<file path="src/hdl/stt_pkg.sv">
// ---------------------------------------------------------------------------
// stt_pkg
// Types, token kinds, scanner modes and character classes for the tokenizer.
// ---------------------------------------------------------------------------
package stt_pkg;

  localparam int TOK_BITS = 32;
  localparam int VAL_BITS = 63;
  localparam int HEX_DIGITS = 6;
  localparam logic [7:0] CH_NL = 8'h0A;

  localparam logic [5:0] K_EOF    = 6'd0;
  localparam logic [5:0] K_IDENT  = 6'd1;
  localparam logic [5:0] K_INT    = 6'd2;
  localparam logic [5:0] K_FLOAT  = 6'd3;
  localparam logic [5:0] K_STRING = 6'd4;
  localparam logic [5:0] K_HEX    = 6'd5;
  localparam logic [5:0] K_SLASH  = 6'd17;
  localparam logic [5:0] K_DOT    = 6'd30;
  localparam logic [5:0] K_ERROR  = 6'd32;

  localparam logic [2:0] E_NONE  = 3'd0;
  localparam logic [2:0] E_CHAR  = 3'd1;
  localparam logic [2:0] E_OVFL  = 3'd2;
  localparam logic [2:0] E_UNTERM = 3'd3;
  localparam logic [2:0] E_HEX   = 3'd4;

  typedef enum logic [12:0] {
    M_IDLE       = 13'b0000000000001,
    M_SLASH      = 13'b0000000000010,
    M_LINE       = 13'b0000000000100,
    M_BLOCK      = 13'b0000000001000,
    M_BLOCK_STAR = 13'b0000000010000,
    M_OP1        = 13'b0000000100000,
    M_IDENT      = 13'b0000001000000,
    M_INT        = 13'b0000010000000,
    M_INT_DOT    = 13'b0000100000000,
    M_FLOAT      = 13'b0001000000000,
    M_STR        = 13'b0010000000000,
    M_STR_ESC    = 13'b0100000000000,
    M_HEX        = 13'b1000000000000
  } mode_t;

  // Token fields; positions carry the full output widths
  typedef struct packed {
    logic [5:0]  kind;
    logic [31:0] offset;
    logic [19:0] line;
    logic [15:0] column;
    logic [31:0] length;
    logic [62:0] value;
    logic [2:0]  err;
    logic        esc;
  } tok_t;

  function automatic logic is_digit(input logic [7:0] c);
    return c >= "0" && c <= "9";
  endfunction

  function automatic logic is_alpha(input logic [7:0] c);
    return (c >= "a" && c <= "z") || (c >= "A" && c <= "Z");
  endfunction

  function automatic logic is_word(input logic [7:0] c);
    return is_alpha(c) || is_digit(c) || c == "_";
  endfunction

  function automatic logic is_xdigit(input logic [7:0] c);
    return is_digit(c) || (c >= "a" && c <= "f") || (c >= "A" && c <= "F");
  endfunction

  function automatic logic is_space(input logic [7:0] c);
    return c == " " || (c >= 8'd9 && c <= 8'd13);
  endfunction

  function automatic logic [5:0] single_kind(input logic [7:0] c);
    case (c)
      "+": return 6'd14;  "-": return 6'd15;  "*": return 6'd16;
      "/": return 6'd17;  "%": return 6'd18;  "=": return 6'd19;
      ">": return 6'd20;  "<": return 6'd21;  "{": return 6'd22;
      "}": return 6'd23;  "[": return 6'd24;  "]": return 6'd25;
      "(": return 6'd26;  ")": return 6'd27;  ":": return 6'd28;
      ",": return 6'd29;  ".": return 6'd30;  ";": return 6'd31;
      default: return K_EOF;
    endcase
  endfunction

  function automatic logic [5:0] pair_kind(input logic [7:0] a, input logic [7:0] b);
    if (b == "=") begin
      case (a)
        "=": return 6'd6;  "!": return 6'd7;  ">": return 6'd8;
        "<": return 6'd9;  "+": return 6'd10; "-": return 6'd11;
        default: return K_EOF;
      endcase
    end
    if (a == "-" && b == ">") return 6'd12;
    if (a == "." && b == ".") return 6'd13;
    return K_EOF;
  endfunction

  function automatic logic starts_pair(input logic [7:0] c);
    return c == "=" || c == "!" || c == ">" || c == "<" || c == "+" || c == "-" || c == ".";
  endfunction

endpackage

</file>
<file path="src/hdl/stt_if.sv">
// ---------------------------------------------------------------------------
// stt_in_if / stt_out_if
// Valid/ready channels for source characters and tokens.
// ---------------------------------------------------------------------------
interface stt_in_if;
  logic       valid;
  logic       ready;
  logic [7:0] ch;
  logic       end_of_source;
  modport source (output valid, ch, end_of_source, input ready);
  modport sink (input valid, ch, end_of_source, output ready);
endinterface

interface stt_out_if;
  logic        valid;
  logic        ready;
  logic [5:0]  token_kind;
  logic [31:0] start_offset;
  logic [19:0] start_line;
  logic [15:0] start_column;
  logic [31:0] token_length;
  logic [62:0] int_value;
  logic [2:0]  error_code;
  logic        bad_escape;
  logic        last_of_run;
  modport source (output valid, token_kind, start_offset, start_line, start_column,
                  token_length, int_value, error_code, bad_escape, last_of_run,
                  input ready);
  modport sink (input valid, token_kind, start_offset, start_line, start_column,
                token_length, int_value, error_code, bad_escape, last_of_run,
                output ready);
endinterface

</file>
<file path="src/hdl/stt_scan.sv">
// ---------------------------------------------------------------------------
// stt_scan
// Scanner state and per-character mode logic; up to three tokens per step.
// ---------------------------------------------------------------------------
module stt_scan #(
  parameter int OFFSET_BITS = 32,
  parameter int LINE_BITS   = 20,
  parameter int COLUMN_BITS = 16
) (
  input  logic                clk,
  input  logic                rst_n,
  input  logic                step,
  input  logic [7:0]          ch,
  input  logic                eos,
  output stt_pkg::tok_t [2:0] toks,
  output logic [1:0]          tok_cnt_m1,
  output logic                tok_any
);
  import stt_pkg::*;

  mode_t mode_r, mode_nxt;
  logic [7:0] held_r, held_nxt;
  logic [OFFSET_BITS-1:0] ts_off_r, ts_off_nxt, off_r, off_nxt, dot_off_r, dot_off_nxt;
  logic [LINE_BITS-1:0] ts_line_r, ts_line_nxt, line_r, line_nxt, dot_line_r, dot_line_nxt;
  logic [COLUMN_BITS-1:0] ts_col_r, ts_col_nxt, col_r, col_nxt, dot_col_r, dot_col_nxt;
  logic [VAL_BITS-1:0] acc_r, acc_nxt;
  logic ovf_r, ovf_nxt, esc_r, esc_nxt;
  logic [2:0] hexn_r, hexn_nxt;
  logic [TOK_BITS-1:0] len_r, len_nxt;

  tok_t t [3];
  logic [1:0] n;

  // Multiply-by-ten with overflow check on 63 bits
  logic [VAL_BITS+3:0] mul10;
  logic [3:0] dig;
  assign dig = ch[3:0];
  assign mul10 = {4'd0, acc_r} * 67'd10 + {63'd0, dig};

  function automatic logic [31:0] ext_off(input logic [OFFSET_BITS-1:0] v);
    logic [47:0] w;
    w = 48'(v);
    return w[31:0];
  endfunction
  function automatic logic [19:0] ext_line(input logic [LINE_BITS-1:0] v);
    logic [31:0] w;
    w = 32'(v);
    return w[19:0];
  endfunction
  function automatic logic [15:0] ext_col(input logic [COLUMN_BITS-1:0] v);
    logic [31:0] w;
    w = 32'(v);
    return w[15:0];
  endfunction

  always_comb begin
    logic [TOK_BITS-1:0] len;
    logic [OFFSET_BITS-1:0] so;
    logic [LINE_BITS-1:0] sl;
    logic [COLUMN_BITS-1:0] sc;
    logic again;
    logic [5:0] k;
    tok_t z;
    mode_nxt = mode_r; held_nxt = held_r;
    ts_off_nxt = ts_off_r; ts_line_nxt = ts_line_r; ts_col_nxt = ts_col_r;
    off_nxt = off_r; line_nxt = line_r; col_nxt = col_r;
    dot_off_nxt = dot_off_r; dot_line_nxt = dot_line_r; dot_col_nxt = dot_col_r;
    acc_nxt = acc_r; ovf_nxt = ovf_r; esc_nxt = esc_r; hexn_nxt = hexn_r;
    len_nxt = len_r;
    len = len_r; so = ts_off_r; sl = ts_line_r; sc = ts_col_r;
    z = '0;
    t[0] = z; t[1] = z; t[2] = z;
    n = 2'd0;
    again = 1'b0;
    k = K_EOF;

    if (eos) begin
      z.offset = ext_off(so); z.line = ext_line(sl); z.column = ext_col(sc);
      z.length = len;
      case (mode_r)
        M_SLASH: begin z.kind = K_SLASH; t[0] = z; n = 2'd1; end
        M_OP1: begin
          k = single_kind(held_r);
          z.kind = (k != K_EOF) ? k : K_ERROR;
          z.err = (k != K_EOF) ? E_NONE : E_CHAR;
          t[0] = z; n = 2'd1;
        end
        M_IDENT: begin z.kind = K_IDENT; t[0] = z; n = 2'd1; end
        M_INT, M_INT_DOT: begin
          z.kind = ovf_r ? K_ERROR : K_INT;
          z.err = ovf_r ? E_OVFL : E_NONE;
          z.value = ovf_r ? '0 : acc_r;
          t[0] = z; n = 2'd1;
          if (mode_r == M_INT_DOT) begin
            z = '0;
            z.kind = K_DOT; z.offset = ext_off(dot_off_r);
            z.line = ext_line(dot_line_r); z.column = ext_col(dot_col_r);
            z.length = 32'd1;
            t[1] = z; n = 2'd2;
          end
        end
        M_FLOAT: begin z.kind = K_FLOAT; t[0] = z; n = 2'd1; end
        M_STR, M_STR_ESC: begin
          z.kind = K_ERROR; z.err = E_UNTERM; t[0] = z; n = 2'd1;
        end
        M_HEX: begin z.kind = K_ERROR; z.err = E_HEX; t[0] = z; n = 2'd1; end
        default: ;
      endcase
      z = '0;
      z.kind = K_EOF; z.offset = ext_off(off_r); z.line = ext_line(line_r);
      z.column = ext_col(col_r);
      t[n] = z; n = n + 2'd1;
      mode_nxt = M_IDLE;
    end else begin
      // First pass: modes that may finish a token and fall back to idle/op
      z.offset = ext_off(so); z.line = ext_line(sl); z.column = ext_col(sc);
      case (mode_r)
        M_IDLE: again = 1'b1;
        M_SLASH: begin
          if (ch == "/") mode_nxt = M_LINE;
          else if (ch == "*") mode_nxt = M_BLOCK;
          else begin
            z.kind = K_SLASH; z.length = len; t[0] = z; n = 2'd1; again = 1'b1;
          end
        end
        M_LINE: if (ch == CH_NL) mode_nxt = M_IDLE;
        M_BLOCK: if (ch == "*") mode_nxt = M_BLOCK_STAR;
        M_BLOCK_STAR: begin
          if (ch == "/") mode_nxt = M_IDLE;
          else if (ch != "*") mode_nxt = M_BLOCK;
        end
        M_OP1: begin
          k = pair_kind(held_r, ch);
          if (k != K_EOF) begin
            z.kind = k; z.length = 32'd2; t[0] = z; n = 2'd1; mode_nxt = M_IDLE;
            len = TOK_BITS'(2);
          end else begin
            k = single_kind(held_r);
            z.kind = (k != K_EOF) ? k : K_ERROR;
            z.err = (k != K_EOF) ? E_NONE : E_CHAR;
            z.length = len; t[0] = z; n = 2'd1; again = 1'b1;
          end
        end
        M_IDENT: begin
          if (is_word(ch)) begin
            if (len != '1) len = len + 1'b1;
          end else begin
            z.kind = K_IDENT; z.length = len; t[0] = z; n = 2'd1; again = 1'b1;
          end
        end
        M_INT: begin
          if (is_digit(ch)) begin
            if (!ovf_r) begin
              if (mul10[VAL_BITS+3:VAL_BITS] != 4'd0) ovf_nxt = 1'b1;
              else acc_nxt = mul10[VAL_BITS-1:0];
            end
            if (len != '1) len = len + 1'b1;
          end else if (ch == ".") begin
            dot_off_nxt = off_r; dot_line_nxt = line_r; dot_col_nxt = col_r;
            mode_nxt = M_INT_DOT;
          end else begin
            z.kind = ovf_r ? K_ERROR : K_INT; z.err = ovf_r ? E_OVFL : E_NONE;
            z.value = ovf_r ? '0 : acc_r; z.length = len;
            t[0] = z; n = 2'd1; again = 1'b1;
          end
        end
        M_INT_DOT: begin
          if (is_digit(ch)) begin
            mode_nxt = M_FLOAT;
            // Count the dot and this digit
            if (len != '1) len = len + 1'b1;
            if (len != '1) len = len + 1'b1;
          end else begin
            z.kind = ovf_r ? K_ERROR : K_INT; z.err = ovf_r ? E_OVFL : E_NONE;
            z.value = ovf_r ? '0 : acc_r; z.length = len;
            t[0] = z; n = 2'd1;
            // Held dot now acts as the pending operator
            so = dot_off_r; sl = dot_line_r; sc = dot_col_r; len = 32'd1;
            z = '0;
            z.offset = ext_off(so); z.line = ext_line(sl); z.column = ext_col(sc);
            k = pair_kind(".", ch);
            if (k != K_EOF) begin
              z.kind = k; z.length = 32'd2; t[1] = z; n = 2'd2; mode_nxt = M_IDLE;
              ts_off_nxt = so; ts_line_nxt = sl; ts_col_nxt = sc;
            end else begin
              z.kind = K_DOT; z.length = 32'd1; t[1] = z; n = 2'd2; again = 1'b1;
            end
          end
        end
        M_FLOAT: begin
          if (is_digit(ch)) begin
            if (len != '1) len = len + 1'b1;
          end else begin
            z.kind = K_FLOAT; z.length = len; t[0] = z; n = 2'd1; again = 1'b1;
          end
        end
        M_STR: begin
          if (len != '1) len = len + 1'b1;
          if (ch == "\\") mode_nxt = M_STR_ESC;
          else if (ch == "\"") begin
            z.kind = K_STRING; z.esc = esc_r;
            z.length = len;
            t[0] = z; n = 2'd1; mode_nxt = M_IDLE;
          end
        end
        M_STR_ESC: begin
          if (len != '1) len = len + 1'b1;
          if (ch != "n" && ch != "t" && ch != "\"" && ch != "\\") esc_nxt = 1'b1;
          mode_nxt = M_STR;
        end
        M_HEX: begin
          if (is_xdigit(ch)) begin
            hexn_nxt = hexn_r + 3'd1;
            if (len != '1) len = len + 1'b1;
            if (hexn_r + 3'd1 >= 3'(HEX_DIGITS)) begin
              z.kind = K_HEX; z.length = len;
              t[0] = z; n = 2'd1; mode_nxt = M_IDLE;
            end
          end else begin
            z.kind = K_ERROR; z.err = E_HEX; z.length = len;
            t[0] = z; n = 2'd1; again = 1'b1;
          end
        end
        default: again = 1'b1;
      endcase

      // Second pass: start a new token from idle
      if (again) begin
        mode_nxt = M_IDLE;
        if (!is_space(ch)) begin
          ts_off_nxt = off_r; ts_line_nxt = line_r; ts_col_nxt = col_r;
          len = TOK_BITS'(1);
          z = '0;
          z.offset = ext_off(off_r); z.line = ext_line(line_r);
          z.column = ext_col(col_r); z.length = 32'd1;
          if (ch == "/") mode_nxt = M_SLASH;
          else if (ch == "\"") begin mode_nxt = M_STR; esc_nxt = 1'b0; end
          else if (ch == "#") begin mode_nxt = M_HEX; hexn_nxt = 3'd0; end
          else if (is_digit(ch)) begin
            mode_nxt = M_INT; ovf_nxt = 1'b0; acc_nxt = VAL_BITS'(dig);
          end else if (is_alpha(ch) || ch == "_") mode_nxt = M_IDENT;
          else if (starts_pair(ch)) begin mode_nxt = M_OP1; held_nxt = ch; end
          else begin
            k = single_kind(ch);
            z.kind = (k != K_EOF) ? k : K_ERROR;
            z.err = (k != K_EOF) ? E_NONE : E_CHAR;
            t[n] = z; n = n + 2'd1;
          end
        end
      end
      len_nxt = len;

      // Position counters saturate
      if (off_r != '1) off_nxt = off_r + 1'b1;
      if (ch == CH_NL) begin
        if (line_r != '1) line_nxt = line_r + 1'b1;
        col_nxt = COLUMN_BITS'(1);
      end else if (col_r != '1) col_nxt = col_r + 1'b1;
    end
  end

  always_ff @(posedge clk) begin
    if (!rst_n) begin
      mode_r <= M_IDLE; held_r <= '0;
      ts_off_r <= '0; ts_line_r <= LINE_BITS'(1); ts_col_r <= COLUMN_BITS'(1);
      off_r <= '0; line_r <= LINE_BITS'(1); col_r <= COLUMN_BITS'(1);
      dot_off_r <= '0; dot_line_r <= LINE_BITS'(1); dot_col_r <= COLUMN_BITS'(1);
      acc_r <= '0; ovf_r <= 1'b0; esc_r <= 1'b0; hexn_r <= '0; len_r <= '0;
    end else if (step) begin
      mode_r <= mode_nxt; held_r <= held_nxt;
      ts_off_r <= ts_off_nxt; ts_line_r <= ts_line_nxt; ts_col_r <= ts_col_nxt;
      off_r <= off_nxt; line_r <= line_nxt; col_r <= col_nxt;
      dot_off_r <= dot_off_nxt; dot_line_r <= dot_line_nxt; dot_col_r <= dot_col_nxt;
      acc_r <= acc_nxt; ovf_r <= ovf_nxt; esc_r <= esc_nxt; hexn_r <= hexn_nxt;
      len_r <= len_nxt;
    end
  end

  assign toks[0] = t[0];
  assign toks[1] = t[1];
  assign toks[2] = t[2];
  assign tok_any = (n != 2'd0);
  assign tok_cnt_m1 = n - 2'd1;
endmodule

</file>
<file path="src/hdl/stt_outq.sv">
// ---------------------------------------------------------------------------
// stt_outq
// Token queue: takes up to three tokens a cycle, drains one per transfer.
// ---------------------------------------------------------------------------
module stt_outq (
  input  logic                clk,
  input  logic                rst_n,
  input  logic                push,
  input  stt_pkg::tok_t [2:0] toks,
  input  logic [1:0]          cnt_m1,
  output logic                room,
  stt_out_if.source           out
);
  import stt_pkg::*;

  localparam int DEPTH = 8;
  tok_t q_r [DEPTH];
  logic     last_r [DEPTH];
  logic [2:0] wp_r, rp_r;
  logic [3:0] cnt_r;
  logic pop;
  logic [1:0] n;

  assign n = cnt_m1 + 2'd1;
  assign pop = out.valid && out.ready;
  // Three free entries, not counting the drain of this cycle
  assign room = cnt_r <= 4'(DEPTH - 3);

  always_ff @(posedge clk) begin
    if (push) begin
      for (int i = 0; i < 3; i++) begin
        if (2'(i) <= cnt_m1) begin
          q_r[wp_r + 3'(i)] <= toks[i];
          last_r[wp_r + 3'(i)] <= (2'(i) == cnt_m1);
        end
      end
    end
  end

  always_ff @(posedge clk) begin
    if (!rst_n) begin
      wp_r <= '0; rp_r <= '0; cnt_r <= '0;
    end else begin
      if (push) wp_r <= wp_r + 3'(n);
      if (pop) rp_r <= rp_r + 3'd1;
      cnt_r <= cnt_r + (push ? 4'(n) : 4'd0) - (pop ? 4'd1 : 4'd0);
    end
  end

  assign out.valid        = cnt_r != 4'd0;
  assign out.token_kind   = q_r[rp_r].kind;
  assign out.start_offset = q_r[rp_r].offset;
  assign out.start_line   = q_r[rp_r].line;
  assign out.start_column = q_r[rp_r].column;
  assign out.token_length = q_r[rp_r].length;
  assign out.int_value    = q_r[rp_r].value;
  assign out.error_code   = q_r[rp_r].err;
  assign out.bad_escape   = q_r[rp_r].esc;
  assign out.last_of_run  = last_r[rp_r];
endmodule

</file>
<file path="src/hdl/source_text_tokenizer.sv">
// ---------------------------------------------------------------------------
// source_text_tokenizer
// Streaming lexer: one source byte per transfer in, tokens out.
// ---------------------------------------------------------------------------
// Input channel in: one character per transfer, or an end marker that
// flushes the pending token and emits the end-of-file token.
// Output channel out: tokens, up to three per input, the last of each input
// marked by last_of_run.
// Throughput: one input per cycle while the token queue has room for three
// more tokens; the scanner mode logic handles each character combinationally.
// Output: a token is written into the token queue on the transfer of the
// character that completes it, and out shows the head of the queue.
// Reset: scanner idle, positions at offset 0, line 1, column 1, queue empty.
// Stall: when out is held, tokens collect in the eight-entry queue and
// in.ready drops while six or more wait, until entries drain.
// ---------------------------------------------------------------------------
module source_text_tokenizer #(
  parameter int OFFSET_BITS = 32,
  parameter int LINE_BITS   = 20,
  parameter int COLUMN_BITS = 16
) (
  input logic       clk,
  input logic       rst_n,
  stt_in_if.sink    in,
  stt_out_if.source out
);
  import stt_pkg::*;

  tok_t [2:0] toks;
  logic [1:0] cnt_m1;
  logic any, room, step;

  assign in.ready = room;
  assign step = in.valid && in.ready;

  stt_scan #(.OFFSET_BITS(OFFSET_BITS), .LINE_BITS(LINE_BITS),
             .COLUMN_BITS(COLUMN_BITS)) u_scan (
    .clk, .rst_n, .step, .ch(in.ch), .eos(in.end_of_source),
    .toks, .tok_cnt_m1(cnt_m1), .tok_any(any)
  );

  stt_outq u_q (
    .clk, .rst_n, .push(step && any), .toks, .cnt_m1, .room, .out
  );
endmodule

</file>
<file path="src/flat_wrapper.sv">
// flat-port wrapper written by rule: the top's interface ports become plain ports
module source_text_tokenizer_flat import stt_pkg::*;
#(
  parameter int OFFSET_BITS = 32,
  parameter int LINE_BITS   = 20,
  parameter int COLUMN_BITS = 16
)
  (clk, rst_n, in_valid, in_ch, in_end_of_source, in_ready, out_valid, out_token_kind, out_start_offset, out_start_line, out_start_column, out_token_length, out_int_value, out_error_code, out_bad_escape, out_last_of_run, out_ready);
  stt_in_if in_i ();
  stt_out_if out_i ();
  input logic clk;
  input logic rst_n;
  input wire logic [$bits(in_i.valid)-1:0] in_valid;
  input wire logic [$bits(in_i.ch)-1:0] in_ch;
  input wire logic [$bits(in_i.end_of_source)-1:0] in_end_of_source;
  output wire logic [$bits(in_i.ready)-1:0] in_ready;
  output wire logic [$bits(out_i.valid)-1:0] out_valid;
  output wire logic [$bits(out_i.token_kind)-1:0] out_token_kind;
  output wire logic [$bits(out_i.start_offset)-1:0] out_start_offset;
  output wire logic [$bits(out_i.start_line)-1:0] out_start_line;
  output wire logic [$bits(out_i.start_column)-1:0] out_start_column;
  output wire logic [$bits(out_i.token_length)-1:0] out_token_length;
  output wire logic [$bits(out_i.int_value)-1:0] out_int_value;
  output wire logic [$bits(out_i.error_code)-1:0] out_error_code;
  output wire logic [$bits(out_i.bad_escape)-1:0] out_bad_escape;
  output wire logic [$bits(out_i.last_of_run)-1:0] out_last_of_run;
  input wire logic [$bits(out_i.ready)-1:0] out_ready;
  assign in_i.valid = in_valid;
  assign in_i.ch = in_ch;
  assign in_i.end_of_source = in_end_of_source;
  assign in_ready = in_i.ready;
  assign out_valid = out_i.valid;
  assign out_token_kind = out_i.token_kind;
  assign out_start_offset = out_i.start_offset;
  assign out_start_line = out_i.start_line;
  assign out_start_column = out_i.start_column;
  assign out_token_length = out_i.token_length;
  assign out_int_value = out_i.int_value;
  assign out_error_code = out_i.error_code;
  assign out_bad_escape = out_i.bad_escape;
  assign out_last_of_run = out_i.last_of_run;
  assign out_i.ready = out_ready;
  source_text_tokenizer #(.OFFSET_BITS(OFFSET_BITS), .LINE_BITS(LINE_BITS), .COLUMN_BITS(COLUMN_BITS)) u_core (.clk(clk), .rst_n(rst_n), .in(in_i), .out(out_i));
endmodule
</file>
<file path="config.mk">
export PLATFORM = sky130hd
export DESIGN_NAME = source_text_tokenizer_flat
export DESIGN_NICKNAME = d
export VERILOG_FILES = /design/src/hdl/stt_pkg.sv /design/src/hdl/stt_if.sv /design/src/hdl/stt_scan.sv /design/src/hdl/stt_outq.sv /design/src/hdl/source_text_tokenizer.sv /design/src/flat_wrapper.sv
export SDC_FILE = /design/constraint.sdc
export NUM_CORES = 2
export LEC_CHECK = 0
export BUFFER_PORTS_ARGS = -buffer_cell sky130_fd_sc_hd__clkbuf_2
export CAP_MARGIN = 20
export CORE_ASPECT_RATIO = 0.75
export CORE_UTILIZATION = 55
export CTS_CLUSTER_DIAMETER = 40
export DETAILED_ROUTE_END_ITERATION = 6
export HOLD_SLACK_MARGIN = 0.08
export PLACE_DENSITY = 0.71
export SLEW_MARGIN = 5
export SYNTH_ARGS = -nofsm -noshare
export SYNTH_HDL_FRONTEND = slang
export SYNTH_SLANG_ARGS = --single-unit
</file>
<file path="constraint.sdc">
create_clock -name clk -period 24.2 [get_ports clk]
set_input_delay 4.84 -clock clk [delete_from_list [all_inputs] [get_ports clk]]
set_output_delay 4.84 -clock clk [all_outputs]
set_load 0.03 [all_outputs]
</file>
==> metrics.md <==
| Metric | Value |
|---|---|
| # DRC | `0` |
| WP depth | `19` |
| PD cells | `80.1 nW/um^2` |
| Post-CTS Setup Inserts | `0` |
| Die width | `480 um` |
| Post-route ant nets | `0` |
| Die H | `361 um` |
| Fin crit share | `56.5%` |
| Via density | `7.25` |
| Fill cells | `13.6k` |
| RSZ-0062 raised after global routing | `no` |
| Max-slew headroom | `8.45%` |
| Kind of cell adding the most delay to the critical path | `simple AND/OR/NAND/NOR gates` |
| Leak pwr | `32.3 nW` |
| Warning count from the yosys run | `0` |
| Worst path buffer plus inverter count | `4` |
| Crit path capture type | `flip-flop` |
| CP Max Fanout | `67` |
| Hold Path Class | `flip-flop to flip-flop` |
| Most common cell in the netlist | `edfxtp_1` |
| Distinct cells, synth | `104` |
| Setup CP Type | `primary input to flip-flop` |
| Critical path arrival | `14.28 ns` |
| Clk slew on worst S/H paths | `0.06 ns` |
| R2R depth | `20` |
| Final core occ | `60.6%` |
| Worst Setup SP | `in_ch[4]` |
| Clock sink count | `1730` |
| Post_cts resized | `0` |
| Syn Std Cell Area | `94300 sq um` |
| Hold Slack | `0.483 ns` |
| R2R Setup Slk | `14.07 ns` |
| Worst-Margin Slew | `1.37 ns` |
| Final min period | `13.67 ns` |
| Depth of the CTS H-tree | `4` |
| Root Buffer | `clkbuf_16` |
| P&R area growth vs syn | `9.37%` |
| Initial antenna violation count | `7` |
| Post-synthesis sequential area ratio | `51.5%` |
| CTS tree | `built` |
| Final setup fails | `0` |
| Longest Clk Path Bufs | `3` |
| Worst VDD drop | `0.0000800 V` |
| Skew final | `0.0443 ns` |
| Placer congestion estimate | `0.978` |
| Wire per inst | `30.1 um` |
| Layout cells sized above 1 | `15.0%` |
| Setup TNS | `0 ns` |
| Crit path launch type | `primary input` |
| Hpwl dp | `186 mm` |
| CTS Buf Count | `196` |
| Fin nets | `8563` |
| Most used cell, CP | `nor2_1` |
| Primary FF master, synth | `edfxtp_1` |
| Area contributors post-synth | `edfxtp_1, mux4_2, dfxtp_1` |
| Cts hold-fix bufs | `0` |
| Reg2reg end | `u_core.u_q.q_r[6][4]` |
| Post-synth top area share | `44.3%` |
| CP Cell Sequence | `clkbuf_2, or4b_2, nor3_2, nor2_1, a221o_1, nor4_1, xnor2_1, o21ai_0, inv_1, ha_1, nor2_1, nand2_1, nor2_1, nand3_4, nand2_4, buf_4, buf_4, nor2_1, and2_1` |
| FF+latch count, synth | `1730` |
| Grt ovf | `0` |
| Outcome | `completed` |
| Global Route Usage Sum | `36.9%` |
| Vias in the first global route | `74.3k` |
| FP Rows | `131` |
| Total Routed Length | `326 mm` |
| Count of final hold-check violations | `0` |
| First DRT Iteration DRCs | `12.5k` |
| Core ar. | `170000 sq um` |
| Gate Count Post-Synth | `8709` |
| Max incr delay on CP | `1.00 ns` |
| Fmax | `73.2 MHz` |
| Crit Reg-Reg Startpoint | `u_core.u_scan.mode_r[9]` |
| Die ar. | `173000 sq um` |
| First-pass GRT wire length | `481 mm` |
| Number of flops mapped to enable cells by yosys | `1392` |
| Critical Path RT | `24.81 ns` |
| Largest net degree at the start of global routing | `266` |
| Worst setup path endpoint | `u_core.u_q.q_r[6][4]` |
| Pins Over Slew Limit | `0` |
| Initial Utilization | `55.4%` |
| Via count | `78.5k` |
| Slowest CP cell | `buf_4` |
| Yosys top cell by area | `edfxtp_1` |
| MaxCap Viol Count | `0` |
| Asr flop ratio synth | `0%` |
| Drt first pass iters | `7` |
| Syn nets | `8878` |
| Ports | `189` |
| Number of I/O port buffers | `188` |
| Top cells by count, synth | `edfxtp_1, nand2_1, clkbuf_1` |
| Latest clock arrival within the worst-skew pair | `0.87 ns` |
| Mean post-synth cell area | `10.8 sq um` |
-- report_power, final --
group | leakage (nW) | switching, mW | internal [mW]
sequential | 15.0 | 0.0775 | 3.36
clock | 3.27 | 1.32 | 1.77
combinational | 14.0 | 1.11 | 0.624
-- worst min-delay path by stage --
| stage | to | start | slack (ns) | cells past startpoint |
|---|---|---|---|---|
| after global placement | flip-flop | u_core.u_q.rp_r[1] | 0.46 | 2 |
| after detailed placement | u_core.u_scan.dot_line_r[11] | u_core.u_scan.dot_line_r[11] | 0.47 | 2 |
| after CTS | u_core.u_scan.dot_line_r[11] | u_core.u_scan.dot_line_r[11] | 0.48 | 2 |
| final | u_core.u_scan.dot_off_r[0] | u_core.u_scan.dot_off_r[0] | 0.48 | 2 |
| after floorplan | flip-flop | u_core.u_q.rp_r[1] | 0.45 | 2 |
| after global routing | u_core.u_scan.dot_off_r[16] | u_core.u_scan.dot_off_r[16] | 0.50 | 2 |
-- per-layer routing --
layer  up-vias  routed length [um]  GRT usage, %
li1      32900                   -             -
met1     38400              127000          53.3
met2      6221              138000          52.3
met3       957               48000          10.8
met4         4               12700          13.8
met5         -                  27             0
-- tightest hold or removal path, delay by kind of cell (launching register included) --
kind | cells | cell delay [ns]
AND/OR/NAND/NOR | 1 | 0.06
flip-flops | 1 | 0.33
AO/OA/AOI/OAI | 1 | 0.05
-- logic make-up (layout without fill, tap and decap cells) --
| group | count (synthesis) | after routing | synth area share, % |
|---|---|---|---|
| xor gates and xnor gates | 206 | 206 | 1.91 |
| and+or+nand+nor | 3000 | 3000 | 14.4 |
| DFF | 1730 | 1730 | 51.5 |
| AOI/OAI and AO/OA | 2082 | 2082 | 15.3 |
| muxes | 549 | 549 | 10.7 |
| adders and majority gates | 156 | 156 | 2.10 |
| other | 0 | 4 | 0 |
| buffers and inverters | 986 | 844 | 4.07 |
-- metrics by stage --
step / total power, mW / area, sq um / instances / setup WS [ns]
finish: 8.26 / 103000 / 10800 / 10.53
global route: 8.46 / 103000 / 10800 / 10.06
CTS: 8.27 / 103000 / 10800 / 10.99
detailed placement: 5.22 / 96400 / 10500 / 10.11
global placement: 5.20 / 96400 / 10500 / 10.38
floorplan: 4.74 / 94300 / 8709 / 2.14
-- state kept, by name, summed over array words and instances, names as in the netlist, named ones only --
signal	cells
u_core.u_scan.hexn_r	3
u_core.u_q.q_r	1384
u_core.u_scan.ts_off_r	32
u_core.u_q.rp_r	3
u_core.u_scan.esc_r	1
u_core.u_scan.acc_r	63
u_core.u_scan.off_r	32
u_core.u_scan.line_r	20
u_core.u_q.last_r	8
u_core.u_scan.ovf_r	1
u_core.u_scan.dot_col_r	16
u_core.u_scan.dot_off_r	32
u_core.u_scan.col_r	16
u_core.u_q.wp_r	3
u_core.u_scan.dot_line_r	20
u_core.u_scan.mode_r	13
u_core.u_scan.ts_col_r	16
u_core.u_q.cnt_r	4
u_core.u_scan.held_r	8
u_core.u_scan.ts_line_r	20
u_core.u_scan.len_r	32
-- cell usage in the layout (no fill, tap or decap), types with 81 or more instances in the layout --
cell type / instances
a22oi_1: 131
o22ai_1: 150
clkbuf_2: 186
inv_1: 85
nor3_1: 554
mux2_2: 179
nand2_1: 1163
nor2_1: 641
edfxtp_1: 1392
mux4_2: 348
o21ai_0: 397
ha_1: 151
xor2_1: 81
nand3_1: 153
o221ai_1: 576
buf_4: 127
clkbuf_16: 202
xnor2_1: 125
dfxtp_1: 335
a21oi_1: 397
-- final cells by class --
cell class / count / area [sq um] / area share [%]
flip-flops and latches: 1730 / 48600 / 47.1
multi-input cells: 5993 / 42300 / 41.0
clock buffers: 255 / 5400 / 5.23
well taps: 2261 / 2830 / 2.74
repair buffers: 325 / 2120 / 2.05
clock inverters: 116 / 1350 / 1.31
inverters: 148 / 561 / 0.543
diodes: 4 / 10.0 / 0.00970
Note: power is estimated with default switching activity, not from simulation.
